[config.mk]
export PLATFORM = sky130hd
export DESIGN_NAME = saw_back
export DESIGN_NICKNAME = d
export VERILOG_FILES = /design/src/rtl/core/saw_pkg.sv /design/src/rtl/core/saw_back.sv
export SDC_FILE = /design/constraint.sdc
export NUM_CORES = 2
export LEC_CHECK = 0
export BUFFER_PORTS_ARGS = -buffer_cell sky130_fd_sc_hd__buf_2
export CAP_MARGIN = 20
export CORE_ASPECT_RATIO = 1.4
export CORE_UTILIZATION = 25
export DETAILED_ROUTE_END_ITERATION = 10
export PLACE_DENSITY = 0.43
export RECOVER_POWER = 100
export SYNTH_ARGS = -nofsm -noshare
export SYNTH_HDL_FRONTEND = slang
export SYNTH_SLANG_ARGS = --single-unit
[constraint.sdc]
create_clock -name clk -period 52.6 [get_ports clk]
set_clock_uncertainty 0.2 [all_clocks]
set_input_delay 10.52 -clock clk [delete_from_list [all_inputs] [get_ports clk]]
set_output_delay 10.52 -clock clk [all_outputs]
set_load 0.05 [all_outputs]
[src/rtl/core/saw_pkg.sv]
// shared types and constants for the subarray address walker
`default_nettype none

package saw_pkg;

    localparam int SHAPE_W   = 16;
    localparam int IDX_W     = 64;
    localparam int HALF_W    = 32;
    localparam int PORT_DIMS = 4;
    localparam int ADDR_W    = 5;
    localparam int DATA_W    = 32;
    localparam int REG_IDX_W = 3;
    localparam int NDIM_W    = 3;

    localparam logic [REG_IDX_W-1:0] REG_NUM_DIMS = 3'd0;
    localparam logic [REG_IDX_W-1:0] REG_SHAPE_0  = 3'd1;

    typedef enum logic [1:0] {
        ST_OK        = 2'd0,
        ST_BAD_RANGE = 2'd1,
        ST_NO_WALK   = 2'd2
    } status_t;

    typedef struct packed {
        logic [IDX_W-1:0] dst_index;
        logic             last;
        status_t          status;
    } meta_t;

endpackage

`default_nettype wire

[src/rtl/core/saw_back.sv]
// back end: pipelined row-major index computation and output register
`default_nettype none

module saw_back #(
    parameter int DIMS = 4
) (
    input  wire logic                                  clk,
    input  wire logic                                  rst_n,
    input  wire logic                                  q_valid,
    output logic                                       q_ready,
    input  wire logic [DIMS-1:0][saw_pkg::SHAPE_W-1:0] q_coord,
    input  wire logic [DIMS-1:0][saw_pkg::SHAPE_W-1:0] q_ext,
    input  wire saw_pkg::meta_t                        q_meta,
    output logic                                       out_valid,
    input  wire logic                                  out_ready,
    output logic [saw_pkg::IDX_W-1:0]                  src_index,
    output logic [saw_pkg::IDX_W-1:0]                  dst_index,
    output logic                                       last,
    output logic [1:0]                                 status
);

    localparam int SW   = saw_pkg::SHAPE_W;
    localparam int IW   = saw_pkg::IDX_W;
    localparam int HW   = saw_pkg::HALF_W;
    localparam int LO_W = HW + SW;
    localparam int H    = DIMS - 1;
    localparam int NS   = 2 * H + 1;

    logic [NS-1:0]           v_reg;
    logic [IW-1:0]           acc_reg   [NS];
    logic [LO_W-1:0]         plo_reg   [NS];
    logic [HW-1:0]           phi_reg   [NS];
    logic [DIMS-1:0][SW-1:0] coord_reg [NS];
    logic [DIMS-1:0][SW-1:0] ext_reg   [NS];
    saw_pkg::meta_t          meta_reg  [NS];

    logic [IW-1:0]           acc_next  [NS];
    logic [LO_W-1:0]         plo_next  [NS];
    logic [HW-1:0]           phi_next  [NS];
    logic                    en;

    assign en      = !v_reg[NS-1] || out_ready;
    assign q_ready = en;

    // odd stages: partial products of acc * extent, even stages after the load stage 0: sum plus coordinate
    always_comb
    begin
        logic [LO_W-1:0] hi_prod;
        hi_prod = '0;
        for (int k = 0; k < NS; k++)
        begin
            acc_next[k] = '0;
            plo_next[k] = '0;
            phi_next[k] = '0;
        end
        for (int h = 1; h <= H; h++)
        begin
            plo_next[2*h-1] = LO_W'(acc_reg[2*h-2][HW-1:0]) * LO_W'(ext_reg[2*h-2][h]);
            hi_prod         = LO_W'(acc_reg[2*h-2][IW-1:HW]) * LO_W'(ext_reg[2*h-2][h]);
            phi_next[2*h-1] = hi_prod[HW-1:0];
            acc_next[2*h]   = IW'(plo_reg[2*h-1]) + {phi_reg[2*h-1], {HW{1'b0}}}
                              + IW'(coord_reg[2*h-1][h]);
        end
    end

    always_ff @(posedge clk or negedge rst_n)
    begin
        if (!rst_n)
        begin
            v_reg <= '0;
        end
        else if (en)
        begin
            v_reg[0] <= q_valid;
            for (int k = 1; k < NS; k++)
            begin
                v_reg[k] <= v_reg[k-1];
            end
        end
    end

    always_ff @(posedge clk)
    begin
        if (en)
        begin
            acc_reg[0]   <= IW'(q_coord[0]);
            coord_reg[0] <= q_coord;
            ext_reg[0]   <= q_ext;
            meta_reg[0]  <= q_meta;
            for (int k = 1; k < NS; k++)
            begin
                coord_reg[k] <= coord_reg[k-1];
                ext_reg[k]   <= ext_reg[k-1];
                meta_reg[k]  <= meta_reg[k-1];
                if (k[0])
                begin
                    plo_reg[k] <= plo_next[k];
                    phi_reg[k] <= phi_next[k];
                end
                else
                begin
                    acc_reg[k] <= acc_next[k];
                end
            end
        end
    end

    assign out_valid = v_reg[NS-1];
    assign src_index = acc_reg[NS-1];
    assign dst_index = meta_reg[NS-1].dst_index;
    assign last      = meta_reg[NS-1].last;
    assign status    = meta_reg[NS-1].status;

    a_error_zero: assert property (@(posedge clk) disable iff (!rst_n)
        out_valid && (meta_reg[NS-1].status != saw_pkg::ST_OK)
        |-> (src_index == '0) && !last && (dst_index == '0))
        else $error("error beat carries a nonzero address");

    a_stall_freeze: assert property (@(posedge clk) disable iff (!rst_n)
        out_valid && !out_ready |=> $stable(v_reg))
        else $error("pipeline moved while output stalled");

endmodule

`default_nettype wire

Yosys cells after proc, flatten, opt, wreduce, memory -nomap -nowiden. Memory sizes are Yosys's and may differ from the RTL's. Cells that the tools add are included. W data, S select, Z words.

Reduce and logical (&&, ||, !) cells: 2. Mux-type cells: 2. Add/subtract/negate cells: 6. Multiply operators: 6.

Operator list (number): $add A48 B64 Y64 (3); $add A64 B16 Y64 (3); $mul A32 B16 Y48 (3); $mul A32 B16 Y32 (3); $mux W1 (2); $logic_not A1 Y1 (1); $logic_or A1 B1 Y1 (1).

Output and inout port bits: 133. Memory bits (writable): 2373. Word-level logic and storage cells: 23. Register bits: 7. Memories kept: 6. Bits of input ports: 199.

Memories: meta_reg (words 7, width 67, rd ports 7, clocked after memory_dff 0, write ports 7, RTL line saw_back.sv:35) `saw_pkg::meta_t meta_reg [NS];`; acc_reg (words 7, width 64, rd ports 4, clocked after memory_dff 0, write ports 4, RTL line saw_back.sv:30) `logic [IW-1:0] acc_reg [NS];`; coord_reg (words 7, width 64, rd ports 6, clocked after memory_dff 0, write ports 7, RTL line saw_back.sv:33) `logic [DIMS-1:0][SW-1:0] coord_reg [NS];`; ext_reg (words 7, width 64, rd ports 6, clocked after memory_dff 0, write ports 7, RTL line saw_back.sv:34) `logic [DIMS-1:0][SW-1:0] ext_reg [NS];`; plo_reg (words 7, width 48, rd ports 3, clocked after memory_dff 0, write ports 3, RTL line saw_back.sv:31) `logic [LO_W-1:0] plo_reg [NS];`; phi_reg (words 7, width 32, rd ports 3, clocked after memory_dff 0, write ports 3, RTL line saw_back.sv:32) `logic [HW-1:0] phi_reg [NS];`.

Depth between registers and ports, before layout.
Depth after elaboration: 4. Gate-level depth with buffers: 26. Mapped depth without buffers: 24.

Worst setup path after synthesis. Ideal clock, no wire load.

Path kind: input to output. Start: in out_ready. End: out q_ready. Slack: -630 ps. Cell stages on the path: 2. Arrival time: 42510 ps. Path buffers: 1. Data required time: 41880 ps. Path through: nand2b_1 clkbuf_1.

Longest elaborated chain between the ends: 1.

RTL lines: start: declaration (RTL line saw_back.sv:15) `input wire logic out_ready,`; $logic_or A1 B1 Y1 (RTL line saw_back.sv:42) `assign en = !v_reg[NS-1] || out_ready;`; end: declaration (RTL line saw_back.sv:10) `output logic q_ready,`.

No other way between the ends.

==> flow_summary.ini <==
[placed_design]
portBuffers = 315
place_congestion = 0.800
dpl_cell_area_sq_um = 102000
dp.cells = 13300
place.detailed.hpwl_um = 169000

[worst_hold_path]
holdPathEnd = coord_reg[5][62]$_DFFE_PP_
hp-start = coord_reg[4][62]$_DFFE_PP_
whs_path_depth = 0
hold_path_class = reg -> reg

[worst_setup_path]
crit_start = out_ready
critPathRequiredTime_ps = 52560
worstSetupPathType = in -> reg
rr_startpoint = v_reg[6]$_DFFE_PN0P_
worstPathArrival_ps = 25440
r2r_slack_ps = 36540
ff2ff_path_depth = 5
reg2reg_to = ext_reg[0][60]$_DFFE_PP_
cp-start-kind = input pin
cp-end-kind = flop
critPathMaxFanout = 132

[clocking]
cts_setup_buffers = 0
root_buffer = clkbuf_16
cts_tree = done
cts_buffer_depth = 4
cts_num_sinks = 1170
cts_buffers = 138
h-tree-depth = 4
cts_resized = 0
insertion_delay_ps = 810
cts.clk_slew.worst_paths_ps = 60
cts_hold_buffers = 0

[timing]
worst_pin_slew_ps = 7320
hold_viol = 0
slew_violations = 1288
max_freq_mhz = 39.2
finalCritPeriodShare_pct = 48.5
tns_ps = 0
rsz0062_at_grt = no
final.min_clock_period_ps = 25490
finalSetupViolCount = 0
maxSlewHeadroom_pct = -388

[floorplan]
pin_count = 332
coreArea_sq_um = 376000
die_area_sq_um = 381000
die-width_um = 522
die_h_um = 730
floorplan.initialDensity_pct = 25.2
placementRows = 266

[synth]
synth_mux_area_share_pct = 0.0820
yosys.area_share.adder_pct = 36.4
async_flop_share_pct = 0.598
yosys.area_share.simple_pct = 11.6
netlist_instances = 8225
synth_top_family_by_area = adder cells
syn-num-nets = 10400
seq_area_frac_synth_pct = 37.1
ys_warn_count = 0
ys_ff_latch = 1170
syn_area_per_cell_sq_um = 11.5
netlist_area_sq_um = 94600
yosys.area_share.xor_xnor_pct = 2.83
synth-edff-count = 1163
synth-compound-area-share_pct = 4.54
synth_top_flop_cell = edfxtp_1
ys_types = 93

[cells_and_area]
final_area_sq_um = 106000
layout.nets = 10600
final_cells = 13500
layout-drive-gt1-share_pct = 5.22
largest_reg_flops = 469
areaGrowthSynthToFinish_pct = 11.8
final_util_pct = 28.2

[grt]
grt.met1_usage_pct = 14.3
grt_pass1_wl_um = 361000
grt_max_degree = 133
grt_pass1_vias = 63700
grt_antenna_before_repair = 17
grt_use_met3_pct = 1.32
top_usage_layer = met2
globalRouteOverflowTotal = 0
track_usage_pct = 12.1
met2_usage_pct = 22.5

[detailed_routing]
final_antenna_net_count = 0
wirelength_um = 228000
vias_per_cell = 4.22
vias = 57000
wl_per_cell_um = 16.9
drc_errors = 0
firstDrtPassIters = 5
drtIter0Drc = 2734

[run_status]
violations = capacitance limit, slew limit
status = finished, violations left

[job]
maxCapViolations = 20
## layout make-up
cell class,count,area (sq um)
fillers,39000,270000
multi-input cells,5172,52300
flip-flops and latches,1170,35100
well taps,4958,6200
inverters,1588,5960
clock buffers,157,3550
repair buffers,383,1830
clock inverters,86,851
diodes,3,7.51
## cell families after synthesis
logic type,count (synthesis)
simple gates,2270
fa+ha+maj,1948
buf+inv,1883
flops,1170
compound gates,641
xor+xnor,306
mux,7
## Yosys cell counts, drive strengths merged (54+ instances only)
cell	number	area share [%]
fa	1341	28
xor2	66	0.61
nand2	1151	4.6
nand3	54	0.29
o21ai	111	0.61
a21o	119	0.94
inv	1588	6.3
clkbuf	291	1.2
ha	607	8.0
edfxtp	1163	37
a21oi	196	1.1
and2	688	4.6
nor2	147	0.58
xnor2	240	2.2
## critical path, cell delays in order
cell,delay [ps]
buf_2,70
nand2b_1,2180
clkbuf_1,2660
clkbuf_1,2050
clkbuf_1,2320
clkbuf_1,5120
## metal layers
layer	routed length [um]	vias to the layer above
met3	7850	395
li1	-	26400
met4	8540	6
met1	94100	29200
met2	118000	1081
met5	34	-
## through the flow
| stage | hold WS, ps | setup WS (ps) |
|---|---|---|
| floorplan | 200 | 16580 |
| global placement | 200 | 30150 |
| detailed placement | 205 | 30110 |
| CTS | 173 | 30110 |
| global route | 186 | 25120 |
| finish | 185 | 27110 |
## how the worst max path moves through the flow
stage | endpoint | slack [ps] | cells past startpoint
after floorplan | q_ready | 16580 | 2
after global placement | q_ready | 30150 | 3
after detailed placement | q_ready | 30110 | 3
after CTS | q_ready | 30110 | 3
after global routing | ext_reg[0][60]$_DFFE_PP_ | 25120 | 6
final | ext_reg[0][60]$_DFFE_PP_ | 27110 | 6
## placed cells by master, fill, tap and decap left out, types with 29 or more instances in the layout
cell type	netlist	final
a21o_1	119	119
a21oi_1	191	194
and2_0	0	29
and2_1	687	658
and3_1	38	38
buf_2	4	173
buf_4	0	46
clkbuf_1	290	182
clkbuf_16	0	139
clkinv_1	0	30
edfxtp_1	1163	1163
fa_1	1341	1341
ha_1	607	607
inv_1	1588	1588
nand2_1	1151	1151
nand2b_1	37	37
nand3_1	54	54
nand4_1	33	33
nor2_1	147	147
nor3_1	34	34
o21a_1	30	30
o21ai_0	90	106
o21bai_1	33	33
xnor2_1	240	240
xor2_1	66	66
Power is left out: the tool's default activity adds up to more than one toggle a clock period on the data nets, which glitch-free logic cannot reach.
