$ cat config.mk
export PLATFORM = sky130hd
export DESIGN_NAME = saw_front
export DESIGN_NICKNAME = d
export VERILOG_FILES = /design/src/rtl/core/saw_pkg.sv /design/src/rtl/core/saw_front.sv
export SDC_FILE = /design/constraint.sdc
export NUM_CORES = 1
export LEC_CHECK = 0
export ABC_AREA = 0
export BUFFER_PORTS_ARGS = -buffer_cell sky130_fd_sc_hd__buf_2
export CORE_MARGIN = 4
export CORE_UTILIZATION = 45
export CTS_CLUSTER_DIAMETER = 100
export DETAILED_ROUTE_END_ITERATION = 8
export PLACE_DENSITY = 0.69
export RECOVER_POWER = 100
export SYNTH_ARGS = -nofsm -noshare
export SYNTH_HDL_FRONTEND = slang
export SYNTH_SLANG_ARGS = --single-unit
$ cat constraint.sdc
create_clock -name clk -period 20.3 [get_ports clk]
set_input_delay 6.09 -clock clk [delete_from_list [all_inputs] [get_ports clk]]
set_output_delay 6.09 -clock clk [all_outputs]
set_load 0.005 [all_outputs]
$ cat src/rtl/core/saw_pkg.sv
// shared types and constants for the subarray address walker
`default_nettype none

package saw_pkg;

    localparam int SHAPE_W   = 16;
    localparam int IDX_W     = 64;
    localparam int HALF_W    = 32;
    localparam int PORT_DIMS = 4;
    localparam int ADDR_W    = 5;
    localparam int DATA_W    = 32;
    localparam int REG_IDX_W = 3;
    localparam int NDIM_W    = 3;

    localparam logic [REG_IDX_W-1:0] REG_NUM_DIMS = 3'd0;
    localparam logic [REG_IDX_W-1:0] REG_SHAPE_0  = 3'd1;

    typedef enum logic [1:0] {
        ST_OK        = 2'd0,
        ST_BAD_RANGE = 2'd1,
        ST_NO_WALK   = 2'd2
    } status_t;

    typedef struct packed {
        logic [IDX_W-1:0] dst_index;
        logic             last;
        status_t          status;
    } meta_t;

endpackage

`default_nettype wire

$ cat src/rtl/core/saw_front.sv
// front end: classifies beats, keeps the box and cursor, issues address jobs
`default_nettype none

module saw_front #(
    parameter int DIMS       = 4,
    parameter int COORD_BITS = 16
) (
    input  wire logic                                             clk,
    input  wire logic                                             rst_n,
    input  wire logic [saw_pkg::NDIM_W-1:0]                       num_dims,
    input  wire logic [DIMS-1:0][saw_pkg::SHAPE_W-1:0]            shape,
    input  wire logic                                             in_valid,
    output logic                                                  in_ready,
    input  wire logic                                             kind,
    input  wire logic [DIMS-1:0][saw_pkg::SHAPE_W-1:0]            start_pt,
    input  wire logic [DIMS-1:0][saw_pkg::SHAPE_W-1:0]            end_pt,
    output logic                                                  q_valid,
    input  wire logic                                             q_ready,
    output logic [DIMS-1:0][saw_pkg::SHAPE_W-1:0]                 q_coord,
    output logic [DIMS-1:0][saw_pkg::SHAPE_W-1:0]                 q_ext,
    output saw_pkg::meta_t                                        q_meta
);

    localparam int SW    = saw_pkg::SHAPE_W;
    localparam int IW    = saw_pkg::IDX_W;
    localparam int NW    = saw_pkg::NDIM_W;
    localparam int CMP_W = ((COORD_BITS > SW) ? COORD_BITS : SW) + 1;
    localparam logic KIND_BEGIN = 1'b0;

    logic [DIMS-1:0][COORD_BITS-1:0] start_reg, start_next;
    logic [DIMS-1:0][COORD_BITS-1:0] end_reg, end_next;
    logic [DIMS-1:0][COORD_BITS-1:0] cur_reg, cur_next;
    logic [IW-1:0]                   cnt_reg, cnt_next;
    logic                            active_reg, active_next;

    logic                            accept;
    logic                            is_begin;
    logic [DIMS-1:0]                 dim_en;
    logic [DIMS-1:0]                 inc_ok;
    logic [DIMS-1:0][SW-1:0]         ext;
    logic [DIMS-1:0][COORD_BITS-1:0] s_pt, e_pt;
    logic [DIMS-1:0][COORD_BITS-1:0] beg_start, beg_end, beg_cur;
    logic [DIMS-1:0][COORD_BITS-1:0] adv;
    logic [DIMS-1:0][COORD_BITS-1:0] sel_cur, sel_end;
    logic [DIMS-1:0][SW-1:0]         clamp;
    logic                            bad;
    logic                            fin;
    saw_pkg::status_t                st;

    always_comb
    begin
        logic carry;
        accept   = in_valid && q_ready;
        is_begin = (kind == KIND_BEGIN);
        bad      = 1'b0;
        fin      = 1'b1;
        carry    = 1'b1;
        for (int i = 0; i < DIMS; i++)
        begin
            dim_en[i] = (i == 0) || (num_dims > NW'(i));
            ext[i]    = (shape[i] == '0) ? SW'(1) : shape[i];
            s_pt[i]   = COORD_BITS'(start_pt[i]);
            e_pt[i]   = COORD_BITS'(end_pt[i]);
            inc_ok[i] = (CMP_W'(cur_reg[i]) + CMP_W'(1)) < CMP_W'(end_reg[i]);
            if (dim_en[i] && ((CMP_W'(e_pt[i]) > CMP_W'(ext[i]))
                || (CMP_W'(e_pt[i]) <= CMP_W'(s_pt[i]))))
            begin
                bad = 1'b1;
            end
            beg_start[i] = dim_en[i] ? s_pt[i] : start_reg[i];
            beg_end[i]   = dim_en[i] ? e_pt[i] : end_reg[i];
            beg_cur[i]   = dim_en[i] ? s_pt[i] : cur_reg[i];
        end
        // odometer step, innermost dimension first
        for (int j = DIMS - 1; j >= 0; j--)
        begin
            adv[j] = cur_reg[j];
            if (dim_en[j] && carry)
            begin
                if (inc_ok[j])
                begin
                    adv[j] = cur_reg[j] + COORD_BITS'(1);
                    carry  = 1'b0;
                end
                else
                begin
                    adv[j] = start_reg[j];
                end
            end
        end
        sel_cur = is_begin ? beg_cur : adv;
        sel_end = is_begin ? beg_end : end_reg;
        for (int i = 0; i < DIMS; i++)
        begin
            if (dim_en[i] && ((CMP_W'(sel_cur[i]) + CMP_W'(1)) < CMP_W'(sel_end[i])))
            begin
                fin = 1'b0;
            end
            clamp[i] = (CMP_W'(sel_cur[i]) < CMP_W'(ext[i])) ? SW'(sel_cur[i])
                                                              : ext[i] - SW'(1);
        end

        if (is_begin)
        begin
            st = bad ? saw_pkg::ST_BAD_RANGE : saw_pkg::ST_OK;
        end
        else
        begin
            st = active_reg ? saw_pkg::ST_OK : saw_pkg::ST_NO_WALK;
        end

        for (int i = 0; i < DIMS; i++)
        begin
            q_coord[i] = ((st == saw_pkg::ST_OK) && dim_en[i]) ? clamp[i] : '0;
            q_ext[i]   = ((st == saw_pkg::ST_OK) && dim_en[i]) ? ext[i] : SW'(1);
        end
        q_meta.status    = st;
        q_meta.last      = (st == saw_pkg::ST_OK) && fin;
        q_meta.dst_index = ((st == saw_pkg::ST_OK) && !is_begin) ? cnt_reg + IW'(1) : '0;
        q_valid          = in_valid;
        in_ready         = q_ready;

        start_next  = start_reg;
        end_next    = end_reg;
        cur_next    = cur_reg;
        cnt_next    = cnt_reg;
        active_next = active_reg;
        case (st)
            saw_pkg::ST_OK:
            begin
                active_next = !fin;
                if (is_begin)
                begin
                    start_next = beg_start;
                    end_next   = beg_end;
                    cur_next   = beg_cur;
                    cnt_next   = '0;
                end
                else
                begin
                    cur_next = adv;
                    cnt_next = cnt_reg + IW'(1);
                end
            end
            saw_pkg::ST_BAD_RANGE:
            begin
                active_next = 1'b0;
            end
            default:
            begin
            end
        endcase
    end

    always_ff @(posedge clk or negedge rst_n)
    begin
        if (!rst_n)
        begin
            start_reg  <= '0;
            end_reg    <= '0;
            cur_reg    <= '0;
            cnt_reg    <= '0;
            active_reg <= 1'b0;
        end
        else if (accept)
        begin
            start_reg  <= start_next;
            end_reg    <= end_next;
            cur_reg    <= cur_next;
            cnt_reg    <= cnt_next;
            active_reg <= active_next;
        end
    end

    a_walk_ends_on_beat: assert property (@(posedge clk) disable iff (!rst_n)
        $fell(active_reg) |-> $past(accept))
        else $error("walk went idle without an accepted beat");

    a_idle_next_no_change: assert property (@(posedge clk) disable iff (!rst_n)
        accept && !is_begin && !active_reg |=> $stable(cur_reg) && $stable(cnt_reg))
        else $error("next beat while idle changed the cursor");

endmodule

`default_nettype wire

# == Word level (Yosys, flattened, before mapping) ==
# Index checks and enable logic that the tools add are counted.
# totals
out_inout_bits,197
reg_bits,257
inputBits,200
# classes
add_sub_neg,17
n_mux,52
n_reduce_logical,31
n_lt_le_gt_ge,23
n_bitwise,1
eq_ne,1
# ops
op,n
$mux W16,30
$mux W64,4
$add A16 B1 Y17 const B,8
$lt A17 B16 Y1,8
$add A16 B1 Y16 const B,4
$add A64 B1 Y64 const B,1
$gt A16 B16 Y1,4
$le A16 B16 Y1,4
$logic_not A16 Y1,4
$lt A16 B16 Y1,4
$sub A16 B1 Y16 const B,4
$mux W1,15
$logic_and A1 B1 Y1,14
$reduce_and A4 Y1,3
$gt A3 B2 Y1 const B,2
$logic_or A1 B1 Y1,4
$mux W2,2
$reduce_and A2 Y1,2
$gt A3 B1 Y1 const B,1
$reduce_and A3 Y1,1
$eq A2 B1 Y1 const B,1
$logic_not A2 Y1,1
$pmux W1 S2,1
$reduce_bool A2 Y1,1
2 further kinds,2

# == Depth between registers and ports, before layout ==
# depth
word_depth,18
depth_mapped,32
depth_no_buf,30

# == Least setup slack after synthesis ==
# No wires, ideal clock.
# synth_path
path_kind,input to output
start,in num_dims[2] (netlist name)
end,out q_meta[2] (netlist name)
arrival_ns,10.077
setup_slack_ns,4.133
path_stages,20
path_buffers,2
required_ns,14.210
path_cell_list,clkbuf_1 -> or2_2 -> clkbuf_1 -> a222oi_1 -> nand2_2 -> o221ai_1 -> ha_1 -> inv_1 -> a31oi_1 -> o2111ai_2 -> nor3b_2 -> nand2_1 -> xnor2_1 -> ha_1 -> nand4_1 -> a2111oi_0 -> o21ai_0 -> a41oi_1 -> a311oi_1 -> nor3_1
# synth_lines
element,line_no,rtl
from (decl),saw_front.sv:10,"input wire logic [saw_pkg::NDIM_W-1:0] num_dims,"
to (decl),saw_front.sv:21,output saw_pkg::meta_t q_meta

==> impl_metrics.env <==
export IMPL_synth_area_sq_um=26300
export IMPL_syn_area_per_cell_sq_um=8.26
export IMPL_core_sq_um=57700
export IMPL_syn_num_nets=3700
export IMPL_cap_viol_max_count=15
export IMPL_p_leak_nw=13.8
export IMPL_end_kind="output port"
export IMPL_finalSetupViolations=0
export IMPL_fillers=5662
export IMPL_clk_pin_slew_ns=0.05
export IMPL_fin_area_sq_um=29800
export IMPL_worstPathCellList="clkbuf_1, buf_4, inv_1, clkbuf_1, o311ai_0, and3b_1, nand4_1, nor2_1, nand2_1, xnor2_1, ha_1, nor2b_1, o21ai_0, nand2_1, o41a_1, a311oi_1, buf_4, a211o_1, nor3_1, clkbuf_1"
export IMPL_ctsHoldBuffers=0
export IMPL_grt_pass1_vias=24900
export IMPL_cpPeakStageDelay_ns=0.97
export IMPL_antenna_left=0
export IMPL_drive_gt1_frac=0.148
export IMPL_cts_buffers=36
export IMPL_synth_edf_count=0
export IMPL_vias=25800
export IMPL_yosys_warnings=0
export IMPL_die_y_um=250
export IMPL_grt_first_pass_wirelength_mm=139
export IMPL_required_ns=14.21
export IMPL_final_util=0.517
export IMPL_cp_arrival_ns=12.80
export IMPL_htreeDepth=2
export IMPL_ys_seq_area_frac=0.245
export IMPL_track_usage=0.274
export IMPL_final_max_slew_viol_count=771
export IMPL_synth_distinct_cells=90
export IMPL_hold_viol_final=0
export IMPL_drtIter0Drc=2124
export IMPL_wl_per_cell_um=20.8
export IMPL_fin_crit_sh=0.930
export IMPL_drc=0
export IMPL_fin_nets=4030
export IMPL_overflow=0
export IMPL_path_common_cell="clkbuf_1"
export IMPL_cts_root_buf="clkbuf_16"
export IMPL_worstMarginPinSlew_ns=4.29
export IMPL_final_min_clock_period_ns=18.89
export IMPL_areaGrowthSynthToFinish_pct=13.6
export IMPL_status="complete, but fails checks"
export IMPL_syn_inst=3179
export IMPL_antenna_found_initial=7
export IMPL_firstDrtPassIters=6
export IMPL_crit_fanout=44
export IMPL_slew_headroom=-1.86
export IMPL_ys_top_cells_by_area="dfrtp_1, ha_1, mux2_2, o21ai_0, nor2_1"
export IMPL_die_x_um=250
export IMPL_placed_cell_area_sq_um=29000
export IMPL_stdcell_count=4301
export IMPL_hold_class="reg -> reg"
export IMPL_tns_ns=0
export IMPL_holdWs_ns=0.488
export IMPL_grt_max_degree=74
export IMPL_synth_main_ff_cell="dfrtp_1"
export IMPL_dpl_hpwl_mm=67.1
export IMPL_routed_wirelength_mm=89.4
export IMPL_postCtsSetupBuffers=0
export IMPL_worstSkewPairLatency_ns=0.55
export IMPL_irDropWorstVdd_v=0.0000812
export IMPL_powerDensity_nw_per_um2=124
export IMPL_yosys_area_top_type="dfrtp_1"
export IMPL_routed_via_density=5.99
export IMPL_max_freq_mhz=52.9
export IMPL_place_inst=4236
export IMPL_io_buffers=396
export IMPL_synth_seq_cells=257
export IMPL_cts_resized=0
export IMPL_violations="capacitance limit, slew limit"
export IMPL_synth_top_area_frac=0.245
export IMPL_place_gp_congestion=0.923
export IMPL_cts_tree="yes"
export IMPL_start_kind="primary input"
export IMPL_rows=88
export IMPL_rsz0062_at_grt="no"
export IMPL_synth_commonest_cells="ha_1, nor2_1, dfrtp_1, o21ai_0, inv_1"
export IMPL_yosysMostFrequentCell="ha_1"
export IMPL_worstSetupPathType="in -> out"
export IMPL_die_area_sq_um=62300
export IMPL_num_io_pins=397
export IMPL_clk_path_buf_depth=3
export IMPL_clock_sinks=257
export IMPL_cpMaxStageDelayCell="clkbuf_1"
export IMPL_async_reset_ff_frac=1.00
export IMPL_start_util=0.455
export IMPL_clock_skew_ns=0.0225
cell families after synthesis:
family | after synthesis | synth area share
simple gates | 956 | 0.181
compound gates | 847 | 0.208
buf+inv | 389 | 0.0583
fa+ha+maj | 321 | 0.153
flops | 257 | 0.245
mux | 242 | 0.0986
xor+xnor | 167 | 0.0557
metal layers:
metal,global-route usage,vias to the layer above,share of wire
met2,0.453,1034,0.46
met5,0,-,0.00025
met1,0.364,12300,0.43
met3,0.0489,201,0.077
li1,-,12300,-
met4,0.0905,4,0.037
area by class of cell:
type | instances | area, sq um | share of cell area
well taps | 765 | 957 | 0.0321
multi-input cells | 2533 | 18300 | 0.614
clock buffers | 52 | 1040 | 0.0349
flip-flops and latches | 257 | 6430 | 0.216
repair buffers | 441 | 2080 | 0.0697
clock inverters | 10 | 109 | 0.00365
inverters | 240 | 901 | 0.0302
diodes | 3 | 7.51 | 0.000252
worst max-delay path: cells and delay by family:
| family | cells | cell delay (ns) |
|---|---|---|
| AOI/OAI and AO/OA | 5 | 1.87 |
| adders and majority gates | 1 | 0.31 |
| and+or+nand+nor | 7 | 1.30 |
| xor gates and xnor gates | 1 | 0.15 |
| buffers and inverters | 6 | 3.06 |
power by group:
group | switching, mW | leakage, nW | internal (mW)
logic | 1.32 | 10.2 | 0.927
registers | 0.150 | 3.08 | 0.666
clock network | 0.254 | 0.562 | 0.381
total | 1.72 | 13.8 | 1.97
cells in the final DEF, fill, tap and decap left out, types with 10 or more instances in the layout:
cell type	instances
o221ai_1	13
o21ai_0	250
a21oi_1	218
a21o_1	71
mux2_1	15
o22ai_1	17
a211oi_1	15
nand4_1	88
and3_1	19
buf_4	27
o31ai_1	48
nor2b_1	25
dfrtp_1	257
xor2_1	45
clkbuf_16	37
nand2b_1	22
nand2_1	182
inv_1	239
mux2_2	118
o211ai_1	26
or3_1	52
buf_2	208
or2_2	26
clkbuf_1	175
a22o_1	47
o21a_1	20
nor3_1	46
nor2_1	312
a31oi_1	10
clkbuf_2	37
xnor2_1	122
nand3_1	96
mux2i_1	109
ha_1	321
nor4_1	22
per-stage QoR:
stage / power, mW / worst slack (ns)
3_5_place_dp: 3.03 / 2.41
2_1_floorplan: 2.40 / 4.13
5_1_grt: 3.98 / 1.00
6_report: 3.70 / 1.41
4_1_cts: 3.68 / 2.34
3_3_place_gp: 2.99 / 2.52
final timing paths:
path / slack [ns] / end / depth (start not counted) / startpoint
max in group asynchronous: 5.90 / start_reg[52] / 3 / rst_n
setup reg to reg: 10.89 / cur_reg[44] / 7 / active_reg
min in group asynchronous: 6.96 / cnt_reg[13] / 1 / rst_n
hold reg to reg: 0.49 / start_reg[61] / 1 / start_reg[61]
hold / removal: 0.49 / start_reg[61] / 1 / start_reg[61]
setup / recovery: 1.41 / q_meta[2] / 20 / kind
Power figures use the tool's default switching activity.
