File: src/rtl/core/saw_queue.sv
// two-entry queue between front end and address pipeline
`default_nettype none

module saw_queue #(
    parameter int W = 8
) (
    input  wire logic         clk,
    input  wire logic         rst_n,
    input  wire logic         push_valid,
    output logic              push_ready,
    input  wire logic [W-1:0] push_data,
    output logic              pop_valid,
    input  wire logic         pop_ready,
    output logic [W-1:0]      pop_data
);

    localparam int DEPTH = 2;
    localparam int PTR_W = $clog2(DEPTH);
    localparam int CNT_W = $clog2(DEPTH + 1);

    logic [W-1:0]     mem_reg [DEPTH];
    logic [PTR_W-1:0] wptr_reg, rptr_reg;
    logic [CNT_W-1:0] cnt_reg;
    logic             push, pop;

    assign push_ready = (cnt_reg != CNT_W'(DEPTH));
    assign pop_valid  = (cnt_reg != '0);
    assign pop_data   = mem_reg[rptr_reg];
    assign push       = push_valid && push_ready;
    assign pop        = pop_valid && pop_ready;

    always_ff @(posedge clk)
    begin
        if (push)
        begin
            mem_reg[wptr_reg] <= push_data;
        end
    end

    always_ff @(posedge clk or negedge rst_n)
    begin
        if (!rst_n)
        begin
            wptr_reg <= '0;
            rptr_reg <= '0;
            cnt_reg  <= '0;
        end
        else
        begin
            if (push)
            begin
                wptr_reg <= (wptr_reg == PTR_W'(DEPTH - 1)) ? '0 : wptr_reg + PTR_W'(1);
            end
            if (pop)
            begin
                rptr_reg <= (rptr_reg == PTR_W'(DEPTH - 1)) ? '0 : rptr_reg + PTR_W'(1);
            end
            if (push && !pop)
            begin
                cnt_reg <= cnt_reg + CNT_W'(1);
            end
            else if (pop && !push)
            begin
                cnt_reg <= cnt_reg - CNT_W'(1);
            end
        end
    end

    a_cnt_bound: assert property (@(posedge clk) disable iff (!rst_n)
        cnt_reg <= CNT_W'(DEPTH))
        else $error("queue count beyond depth");

    a_cnt_push: assert property (@(posedge clk) disable iff (!rst_n)
        push && !pop |=> cnt_reg == $past(cnt_reg) + CNT_W'(1))
        else $error("queue count missed a push");

endmodule

`default_nettype wire

File: config.mk
export PLATFORM = sky130hd
export DESIGN_NAME = saw_queue
export DESIGN_NICKNAME = d
export VERILOG_FILES = /design/src/rtl/core/saw_queue.sv
export SDC_FILE = /design/constraint.sdc
export NUM_CORES = 1
export LEC_CHECK = 0
export BUFFER_PORTS_ARGS = -buffer_cell sky130_fd_sc_hd__buf_2
export CORE_AREA = 5 5 50 52
export CTS_BUF_LIST = sky130_fd_sc_hd__clkbuf_2
export DETAILED_ROUTE_END_ITERATION = 6
export DIE_AREA = 0 0 55 57
export GPL_TIMING_DRIVEN = 0
export PLACE_DENSITY_LB_ADDON = 0.3
export SLEW_MARGIN = 5
export SYNTH_ARGS = -nofsm -noshare
export SYNTH_HDL_FRONTEND = slang
export SYNTH_SLANG_ARGS = --single-unit
File: constraint.sdc
create_clock -name clk -period 2.9 [get_ports clk]
set_clock_uncertainty 0.2 [all_clocks]
set_input_delay 0.145 -clock clk [delete_from_list [all_inputs] [get_ports clk]]
set_output_delay 0.145 -clock clk [all_outputs]
set_load 0.02 [all_outputs]
After elaboration in Yosys (flattened, before gate mapping) --
Memories as Yosys holds them, arrays and structs flattened. Cells that the tools add are included.
Word-level totals: flip-flop bits (word level) 4, RAM bits 16, logic and storage cells 23, memories 1
Cells by class: add/subtract/negate cells 4, equal/unequal tests 1, multiplexer cells 6, reduce and logical (&&, ||, !) cells 8
Memory list:
- mem_reg | words 2, width 8, read ports 1, clocked after memory_dff 0, write ports 1, RTL line 21 | logic [W-1:0] mem_reg [DEPTH];
Operators with widths (count):
- $logic_and 1x1->1 | 4
- $mux 1 | 4
- $mux 2 | 2
- $reduce_bool 2->1 | 2
- $add 1x1->1 const B | 2
- $add 2x1->2 const B | 1
- $logic_not 1->1 | 2
- $ne 2x2->1 const B | 1
- $sub 2x1->2 const B | 1

Longest topological paths before layout --
Gate-level depths: netlist (run 1).
word-level depth 6, gate-level depth with buffers 7

Worst setup path after synthesis (run 1) --
OpenSTA, ideal clock, no wires.
path kind flip-flop to flip-flop, start point reg cnt_reg[0], end point mem mem_reg[0][0], enable pin, setup time 0.370 ns, data arrival time 1.045 ns, required time 2.330 ns, slack 1.285 ns, stages on the path, launching flop included 4, buffers on the path 0, clock period less this slack 1.615 ns, cell sequence dfrtp_1 nand2b_4 nand2_1 nor2_1
Between the ends: longest elaborated chain between the ends 4
RTL lines:
- from (decl) | RTL line 23 | logic [CNT_W-1:0] cnt_reg;
- from (signal assigned) | RTL line 60 | cnt_reg <= cnt_reg + CNT_W'(1);
- from (signal assigned) | RTL line 64 | cnt_reg <= cnt_reg - CNT_W'(1);
- $ne 2x2->1 | RTL line 26 | assign push_ready = (cnt_reg != CNT_W'(DEPTH));
- net push_ready | RTL line 10 | output logic push_ready,
- $logic_and 1x1->1 | RTL line 29 | assign push = push_valid && push_ready;
- $mux 1 | RTL line 34 | if (push)
- $mux 1 (not written as such) | RTL line 36 | mem_reg[wptr_reg] <= push_data;
- to (decl) | RTL line 21
The timed path passes the listed nets, and every way through them passes these cells.

Worst setup path in the final report (run 1) --
start point reg cnt_reg[0], end point mem mem_reg[0][7], enable pin
Between the ends: longest elaborated chain between the ends 4
RTL lines (RTL line):
- $ne 2x2->1 | 26
- $logic_and 1x1->1 | 29
- $mux 1 | 34
- $mux 1 (not written as such) | 36
Every way passes these cells.

==> results of run 1 <==
==> worst paths after layout <==
path,from,end,slack (ns),cells after the start
setup / recovery,cnt_reg[0],mem_reg[0][7],1.11,3
hold / removal,wptr_reg,wptr_reg,0.31,1
setup reg to reg,cnt_reg[0],mem_reg[0][7],1.11,3
hold reg to reg,wptr_reg,wptr_reg,0.31,1
max in group asynchronous,rst_n,rptr_reg,1.80,3
min in group asynchronous,rst_n,cnt_reg[0],0.54,3
==> synthesized netlist by cell type (all sizes together) <==
cell    count  area, µm²
xor2        2       17.5
mux2        8       90.1
nand2b      1       13.8
nand2       2       15.0
buf         1       5.00
inv         1       3.75
edfxtp     16        480
or2         1       8.76
ha          1       12.5
xnor2       3       26.3
dfrtp       4        100
and3        1       6.26
nor2        2       7.51
==> cell families (layout without fill, tap and decap cells) <==
| family | after synthesis | in the layout |
|---|---|---|
| muxes | 8 | 8 |
| adders and majority gates | 1 | 1 |
| and+or+nand+nor | 7 | 7 |
| buffers and inverters | 2 | 39 |
| xor gates and xnor gates | 5 | 5 |
| DFF | 20 | 20 |
==> per-stage QoR <==
stage	hold WS [ns]	area [µm²]
finish	0.311	1070
global route	0.333	1070
CTS	0.307	1070
detailed placement	-0.245	927
global placement	-0.244	927
floorplan	-0.351	787
==> worst max-delay path: cells and delay by family, from the launching register on <==
| family | cells | cell delay, ns |
|---|---|---|
| simple gates | 3 | 0.80 |
| flops | 1 | 0.45 |
==> power by group through the flow <==
stage                     Sequential (µW)  Combinational [µW]  Clock, µW
after detailed placement              445                 401          0
final                                 438                 404        109
after floorplan                       437                 300          0
after global placement                442                 395          0
after CTS                             439                 415        113
after global routing                  446                 441        129
==> metal layers <==
layer	up-vias	routed length (µm)	track usage, %
li1	228	-	-
met1	221	534	10.8
met2	11	689	16.6
met3	2	52	1.57
met4	0	22	6.25
met5	-	0	0
==> area by class of cell <==
type                            count  area (µm²)  area share, %
Sequential cell                    20         581           54.5
Timing Repair Buffer               33         225           21.1
Multi-Input combinational cell     21         198           18.5
Tap cell                           28        35.0           3.29
Clock buffer                        3        15.0           1.41
Buffer                              1        5.00          0.469
Clock inverter                      1        3.75          0.352
Inverter                            1        3.75          0.352
==> timing repair <==
item,4_1_cts,5_1_grt
hold buffers,12,0
endpoints found under the setup margin,0,0
resized for setup,0,0
endpoints found under the hold margin,22,0
==> flow_summary.toml, run 1 <==
[synthesis]
ys_ff_latch = 20
syn_area_um2 = 787
synth-xor-area-share_pct = 5.56
synth_nets = 56
synth_mux_area_share_pct = 11.4
synth_top_family_by_area = "multiplexers"
synth-simple-area-share_pct = 6.52
synth_seq_area_share_pct = 73.8
avgSynthCellArea_um2 = 18.3
yosysWarnings = 0
synth_compound_area_share_pct = 0
synthesis.instances = 43
synthDistinctLibCells = 14
synthAdderAreaFrac_pct = 1.59

[global_routing]
antenna_found_initial = 0
grt_pass1_wl_um = 2150
grt_max_degree = 12
grt_remaining_overflow = 0
grt_pass1_vias = 500
grt_usage_pct = 9.75

[worst_hold_path]
hold_path_class = "reg2reg"

[setup_path]
crit_type = "reg2reg"
slowest_stage = "nor2_1"
critical_path.startpoint_type = "register"
cp_max_fo = 8
critPathMaxStageDelay_ns = 0.55
timing.critical_path.cells = "nand2b_4, nand2_1, nor2_1"
required_ns = 2.66
worstPathArrival_ns = 1.55
endpoint_kind = "register"

[placed_design]
port_buffers = 21
pre_cts_ws_ns = 1.07
dp.cells = 92
gp_congestion = 0.694
dp_hpwl_um = 887

[routing]
antenna_left = 0
drtIter0Drc = 3
post_drt_wl_per_cell_um = 12.0
routed-via-count = 462
via_per_inst = 4.28
drc_errors = 0
dr.pass1.iters = 3
wirelength_um = 1300

[timing]
finalHoldViolCount = 0
rsz0062_at_grt = "false"
tns_ns = 0
period_needed_ns = 1.79
finalSetupViolCount = 0
layout_setup_ws_ns = 1.11
min_period_over_period_pct = 61.8
drv_slew = 0
tightest_slew_ns = 0.692
fmaxAchievable_mhz = 558
relSlewSlack_pct = 53.7

[pwr]
p_int_uw = 615
power.share.clock_pct = 11.4
p_per_area_nw_per_um2 = 892
seqPwrFrac_pct = 46.1
peakVddDrop_v = 0.000573
switching_power_uw = 336
power_frac_comb_pct = 42.5
power.leakage_uw = 0.000437
switching_share_pct = 35.3
total_power_uw = 951

[floorplanning]
io_pins = 22
die_h_um = 57
num_rows = 17
die-area_um2 = 3140
die_w_um = 55
core_area_um2 = 2060
initial_core_util_pct = 38.1

[final_layout]
final_util_pct = 51.7
fin_cells = 108
largest_reg_flops = 16
drive_gt1_share_pct = 45.0
final_cell_mix = "buf_2 (22), edfxtp_1 (16), dlygate4sd3_1 (12)"
num-fill-cells = 195
final_nets = 94
final_common_cell = "buf_2"
area_growth_pct = 35.5
antenna_cells = 0

[clock_tree]
postCtsSetupBuffers = 0
cts-root-buf = "clkbuf_2"
clk_path_buf_depth = 2
cts_tree = "yes"
clkSinkCount = 20
htree_levels = 1
cts_buffers = 3
clkTransAtPathRegs_ns = 0.17
clk_latency_ns = 0.29

[run_status]
status = "finished clean"

[flow_run]
cap_violations = 0
(Power assumes the default switching activity.)
==> run 2, diff against run 1 <==
Settings changed: ABC_AREA set to 1, CORE_AREA 5 5 50 52 to 5 5 51 53, DIE_AREA 0 0 55 57 to 0 0 56 58.
Clock period 2.9 ns to 1.6 ns, I/O delays scaled along.
==> run 2 against run 1 <==
Effect of this change: non-clock buffer count increased by 1; synthesized cell count increased by 63%; final area increased by 6.5%; count of clock-buffer cells in the layout increased by 1; critical path depth increased by 6; setup slack got worse by 1.0 ns; combinational power increased by 120%; final cell count increased by 26%; worst hold slack got worse by 0.024 ns; wire length increased by 5.5%; die area increased by 3.6%; total power increased by 98%.
==> flow_summary.toml, run 2 <==
[run_status]
status = "finished clean"

[routing]
drtIter0Drc = 9
dr.pass1.iters = 4
wirelength_um = 1370
antenna_left = 0
via_per_inst = 4.20
routed-via-count = 571
post_drt_wl_per_cell_um = 10.1
drc_errors = 0

[clock_tree]
cts-root-buf = "clkbuf_2"
cts_buffers = 3
clkSinkCount = 20
clk_latency_ns = 0.29
clk_path_buf_depth = 2
htree_levels = 1
clkTransAtPathRegs_ns = 0.17
cts_tree = "yes"

[synthesis]
synth_top_family_by_area = "simple AND/OR/NAND/NOR gates"
synth-xor-area-share_pct = 3.03
yosysWarnings = 0
synthDominantCellAreaShare_pct = 58.1
synthAdderAreaFrac_pct = 1.51
yosys-top-cells-area = "edfxtp_1 (58%), nand2_1 (14%), dfrtp_1 (12%)"
synth.most_common_cell = "nand2_1"
synth_compound_area_share_pct = 0
synthTopCellsByCount = "nand2_1 (30), edfxtp_1 (16), dfrtp_1 (4), inv_1 (4), inv_2 (3)"
ys_ff_latch = 20
syn_area_um2 = 827
synthDistinctLibCells = 14
synthesis.instances = 70
synth_top_cell_by_area = "edfxtp_1"
synthFlopType = "edfxtp_1"
avgSynthCellArea_um2 = 11.8
async_flop_share_pct = 20.0
synth_mux_area_share_pct = 0
synth-simple-area-share_pct = 20.7
synth_nets = 83
synth_seq_area_share_pct = 70.2
synth-edff-count = 16

[final_layout]
largest_reg_flops = 16
final_common_cell = "nand2_1"
final_nets = 122
area_growth_pct = 37.2
final_cell_mix = "nand2_1 (30), buf_2 (21), edfxtp_1 (16)"
num-fill-cells = 186
fin_cells = 136
antenna_cells = 0
drive_gt1_share_pct = 35.2
fin_area_um2 = 1130

[timing]
rsz0062_at_grt = "false"
relSlewSlack_pct = 72.6
tightest_slew_ns = 0.411
tns_ns = 0
finalHoldViolCount = 0
period_needed_ns = 1.50
fmaxAchievable_mhz = 665
drv_slew = 0
min_period_over_period_pct = 94.0
finalSetupViolCount = 0
layout_setup_ws_ns = 0.0953

[pwr]
peakVddDrop_v = 0.000887
p_per_area_nw_per_um2 = 1660
total_power_uw = 1880
power.leakage_uw = 0.000521

[floorplanning]
io_pins = 22
die_h_um = 58
die-area_um2 = 3250
die_w_um = 56
core_area_um2 = 2110
num_rows = 17
initial_core_util_pct = 39.3

[placed_design]
dpl_cell_area_um2 = 967
dp.cells = 119
pre_cts_ws_ns = -0.107
dp_hpwl_um = 980
port_buffers = 21
gp_congestion = 0.641

[setup_path]
cp_max_fo = 4
critical_path.startpoint_type = "register"
crit_type = "reg2reg"
r2r_start = "cnt_reg[0]"
endpoint_kind = "register"
worstSetupStartpoint = "cnt_reg[0]"
worstPathArrival_ns = 1.51
required_ns = 1.60

[worst_hold_path]
hp-start = "push_data[6]"
hold_path_class = "in2reg"

[global_routing]
grt_usage_pct = 8.98
grt_remaining_overflow = 0
grt_pass1_wl_um = 2170
grt_pass1_vias = 539
antenna_found_initial = 0
grt_max_degree = 12

[flow_run]
cap_violations = 0
-- run 2: cell types whose count changed after synthesis, sizes merged --
cell,change
xor2,-1
nand2b,-1
nand2,+32
mux2,-8
and3,-1
or2,-1
xnor2,-2
nand3,+2
inv,+6
nand4,+1
-- run 2: final cells by class --
type | count | area (µm²) | area share [%]
Tap cell | 28 | 35.0 | 3.09
Sequential cell | 20 | 581 | 51.2
Clock buffer | 4 | 20.0 | 1.76
Multi-Input combinational cell | 42 | 226 | 20.0
Inverter | 7 | 28.8 | 2.54
Timing Repair Buffer | 34 | 233 | 20.5
Buffer | 1 | 11.3 | 0.992
-- run 2: final timing paths --
kind	depth (start not counted)	to	slack [ns]
setup / recovery	9	cnt_reg[1]	0.1
hold / removal	2	mem_reg[0][6]	0.29
setup reg to reg	9	cnt_reg[1]	0.1
hold reg to reg	2	cnt_reg[1]	0.40
max in group asynchronous	3	cnt_reg[0]	0.56
min in group asynchronous	3	cnt_reg[1]	0.46
-- run 2: kinds of logic after synthesis --
group,Yosys count
adders and majority gates,1
and+or+nand+nor,39
buffers and inverters,8
DFF,20
xor gates and xnor gates,2
-- run 2: stage by stage --
stage                     hold WS, ns  utilization (%)
after floorplan                -0.416                -
after global placement         -0.306             45.9
after detailed placement       -0.305             45.9
after CTS                       0.267             53.4
after global routing            0.254             53.9
final                           0.288             53.9
-- run 2: what timing repair did --
item / 4_1_cts / 5_1_grt
hold endpoints to repair: 23 / 0
hold buffers: 12 / 0
endpoints found under the setup margin: 16 / 9
gates resized for setup: 3 / 1
setup buffers: 0 / 1
-- run 2: layer usage --
metal	vias up	global-route usage [%]	wire length, µm
met3	2	3.34	81
li1	301	-	-
met1	255	9.45	542
met4	0	5.08	11
met2	13	15.5	734
met5	-	0	0
-- run 2: where the power goes --
group	total, µW	leakage (µW)	internal, µW	switching (µW)
combinational	900	0.000308	327	573
sequential	782	0.000196	724	57.3
clock	203	0.0000166	66.2	137
total	1880	0.000521	1120	767
-- run 2: worst max-delay path, stage by stage, from the launching register on --
cell	delay (ns)
dfrtp_1	0.43
inv_2	0.10
nand2_4	0.06
nand2_4	0.09
inv_1	0.07
ha_4	0.22
inv_1	0.07
nand3_1	0.08
nand2_1	0.06
nand2_1	0.05
==> run 3, diff against run 2 <==
==> constraint.sdc (replaced) <==
create_clock -name clk -period 1.6 [get_ports clk]
set_clock_uncertainty 0.2 [all_clocks]
set_input_delay 0.24 -clock clk [delete_from_list [all_inputs] [get_ports clk]]
set_output_delay 0.24 -clock clk [all_outputs]
set_load 0.02 [all_outputs]
==> run 3 against run 2 <==
Effect of this change: wire length stayed put; combinational power is 17% higher; largest cell class unchanged; count of clock-buffer cells in the layout stayed put; via count is 0.70% lower; setup slack worse by 0.090 ns; worst hold slack worse by 0.26 ns; clock power hardly changed; sequential power hardly changed.
==> flow_summary.toml, run 3 (same netlist as run 2, synthesis figures left out) <==
[run_status]
status = "finished clean"

[global_routing]
grt_pass1_vias = 534
grt_usage_pct = 8.89
grt_pass1_wl_um = 2150
grt_remaining_overflow = 0
antenna_found_initial = 0
grt_max_degree = 12

[pwr]
p_int_uw = 1240
power.share.clock_pct = 10.0
power_frac_comb_pct = 51.7
total_power_uw = 2040
power.leakage_uw = 0.000529
p_per_area_nw_per_um2 = 1740
seqPwrFrac_pct = 38.3
switching_share_pct = 39.1
peakVddDrop_v = 0.000871
switching_power_uw = 798

[setup_path]
endpoint_kind = "output pin"
path_buf_inv = 3
critPathMaxStageDelay_ns = 0.41
worstPathArrival_ns = 1.15
timing.critical_path.cells = "buf_6, inv_8, nand2_1, nand2_1, buf_6"
crit_family = "flip-flops"
crit_type = "reg2out"
slowest_stage = "dfrtp_1"
cp_max_fo = 10
critical_path.startpoint_type = "register"
required_ns = 1.16

[worst_hold_path]
hold_path_class = "in2reg"

[final_layout]
antenna_cells = 0
largest_reg_flops = 16
area_growth_pct = 41.5
final_nets = 120
final_common_cell = "nand2_1"
drive_gt1_share_pct = 35.8
final_cell_mix = "nand2_1 (30), edfxtp_1 (16), buf_2 (13)"

[routing]
via_per_inst = 4.23
routed-via-count = 567
wirelength_um = 1370
drtIter0Drc = 6
post_drt_wl_per_cell_um = 10.2
drc_errors = 0
dr.pass1.iters = 4
antenna_left = 0

[placed_design]
port_buffers = 21
gp_congestion = 0.641
dp_hpwl_um = 980

[clock_tree]
clk_latency_ns = 0.29
clkTransAtPathRegs_ns = 0.16
htree_levels = 1
cts_tree = "yes"
clk_path_buf_depth = 2
clkSinkCount = 20
cts-root-buf = "clkbuf_2"
cts_buffers = 3

[timing]
relSlewSlack_pct = 72.8
fin_hold_ws_ns = 0.0283
period_needed_ns = 1.59
rsz0062_at_grt = "true"
drv_slew = 0
tightest_slew_ns = 0.408
finalSetupViolCount = 0
finalHoldViolCount = 0
min_period_over_period_pct = 99.7
fmaxAchievable_mhz = 627

[floorplanning]
initial_core_util_pct = 39.3
core_area_um2 = 2110
num_rows = 17
io_pins = 22
die_h_um = 58
die_w_um = 56
die-area_um2 = 3250

[flow_run]
cap_violations = 0
run 3: cell count changes in the layout (fill, tap and decap cells not counted), sizes merged:
cell,delta
dlygate4sd3,-2
run 3: final timing paths:
check                      startpoint          end  slack (ns)  cells after the start
min in group asynchronous       rst_n   cnt_reg[1]        0.06                      2
hold reg to reg            cnt_reg[1]   cnt_reg[1]        0.40                      2
hold / removal             push_valid     wptr_reg        0.03                      3
setup reg to reg           cnt_reg[0]   cnt_reg[1]        0.10                      9
setup / recovery             rptr_reg  pop_data[5]       0.006                      5
max in group asynchronous       rst_n   cnt_reg[0]        1.02                      2
run 3: metal layers:
layer	global-route usage, %	wire length (µm)	vias to the layer above	share of wire [%]
met5	0	0	-	0
met4	5.08	11	0	0.80
met1	9.03	552	256	40
met3	3.34	71	2	5.2
met2	15.7	734	11	54
li1	-	-	298	-
run 3: layout make-up:
cell class	instances	area [µm²]
inverters	7	33.8
clock buffers	4	20.0
well taps	28	35.0
flip-flops and latches	20	581
multi-input cells	42	226
plain buffers	1	11.3
fillers	184	936
repair buffers	32	263
run 3: power groups by stage:
stage | Combinational (µW) | Sequential (µW) | Clock, µW
2_1_floorplan | 602 | 789 | 0
3_3_place_gp | 818 | 795 | 0
3_5_place_dp | 838 | 797 | 0
4_1_cts | 1050 | 786 | 217
5_1_grt | 1140 | 795 | 236
6_report | 1050 | 782 | 204
run 3: worst register-to-register path, delay by kind of cell, from the launching register on:
kind	cells	cell delay [ns]
AND/OR/NAND/NOR	5	0.34
buffers and inverters	3	0.24
flip-flops	1	0.43
adder cells (fa/ha/maj)	1	0.22
run 3: what timing repair did:
item,in CTS,in global routing
setup endpoints to repair,24,12
gates resized for setup,22,0
buffers inserted,0,1
hold buffers,10,0
endpoints found under the hold margin,21,0
run 3: stage by stage:
step	instances	area [µm²]	utilization (%)	setup TNS, ns	worst slack [ns]
2_1_floorplan	70	827	-	0	0.0480
4_1_cts	133	1160	55.2	-0.226	-0.0354
6_report	134	1170	55.6	0	0.00551
3_3_place_gp	119	967	45.9	-1.91	-0.122
3_5_place_dp	119	967	45.9	-1.64	-0.107
5_1_grt	134	1170	55.6	-0.480	-0.0800
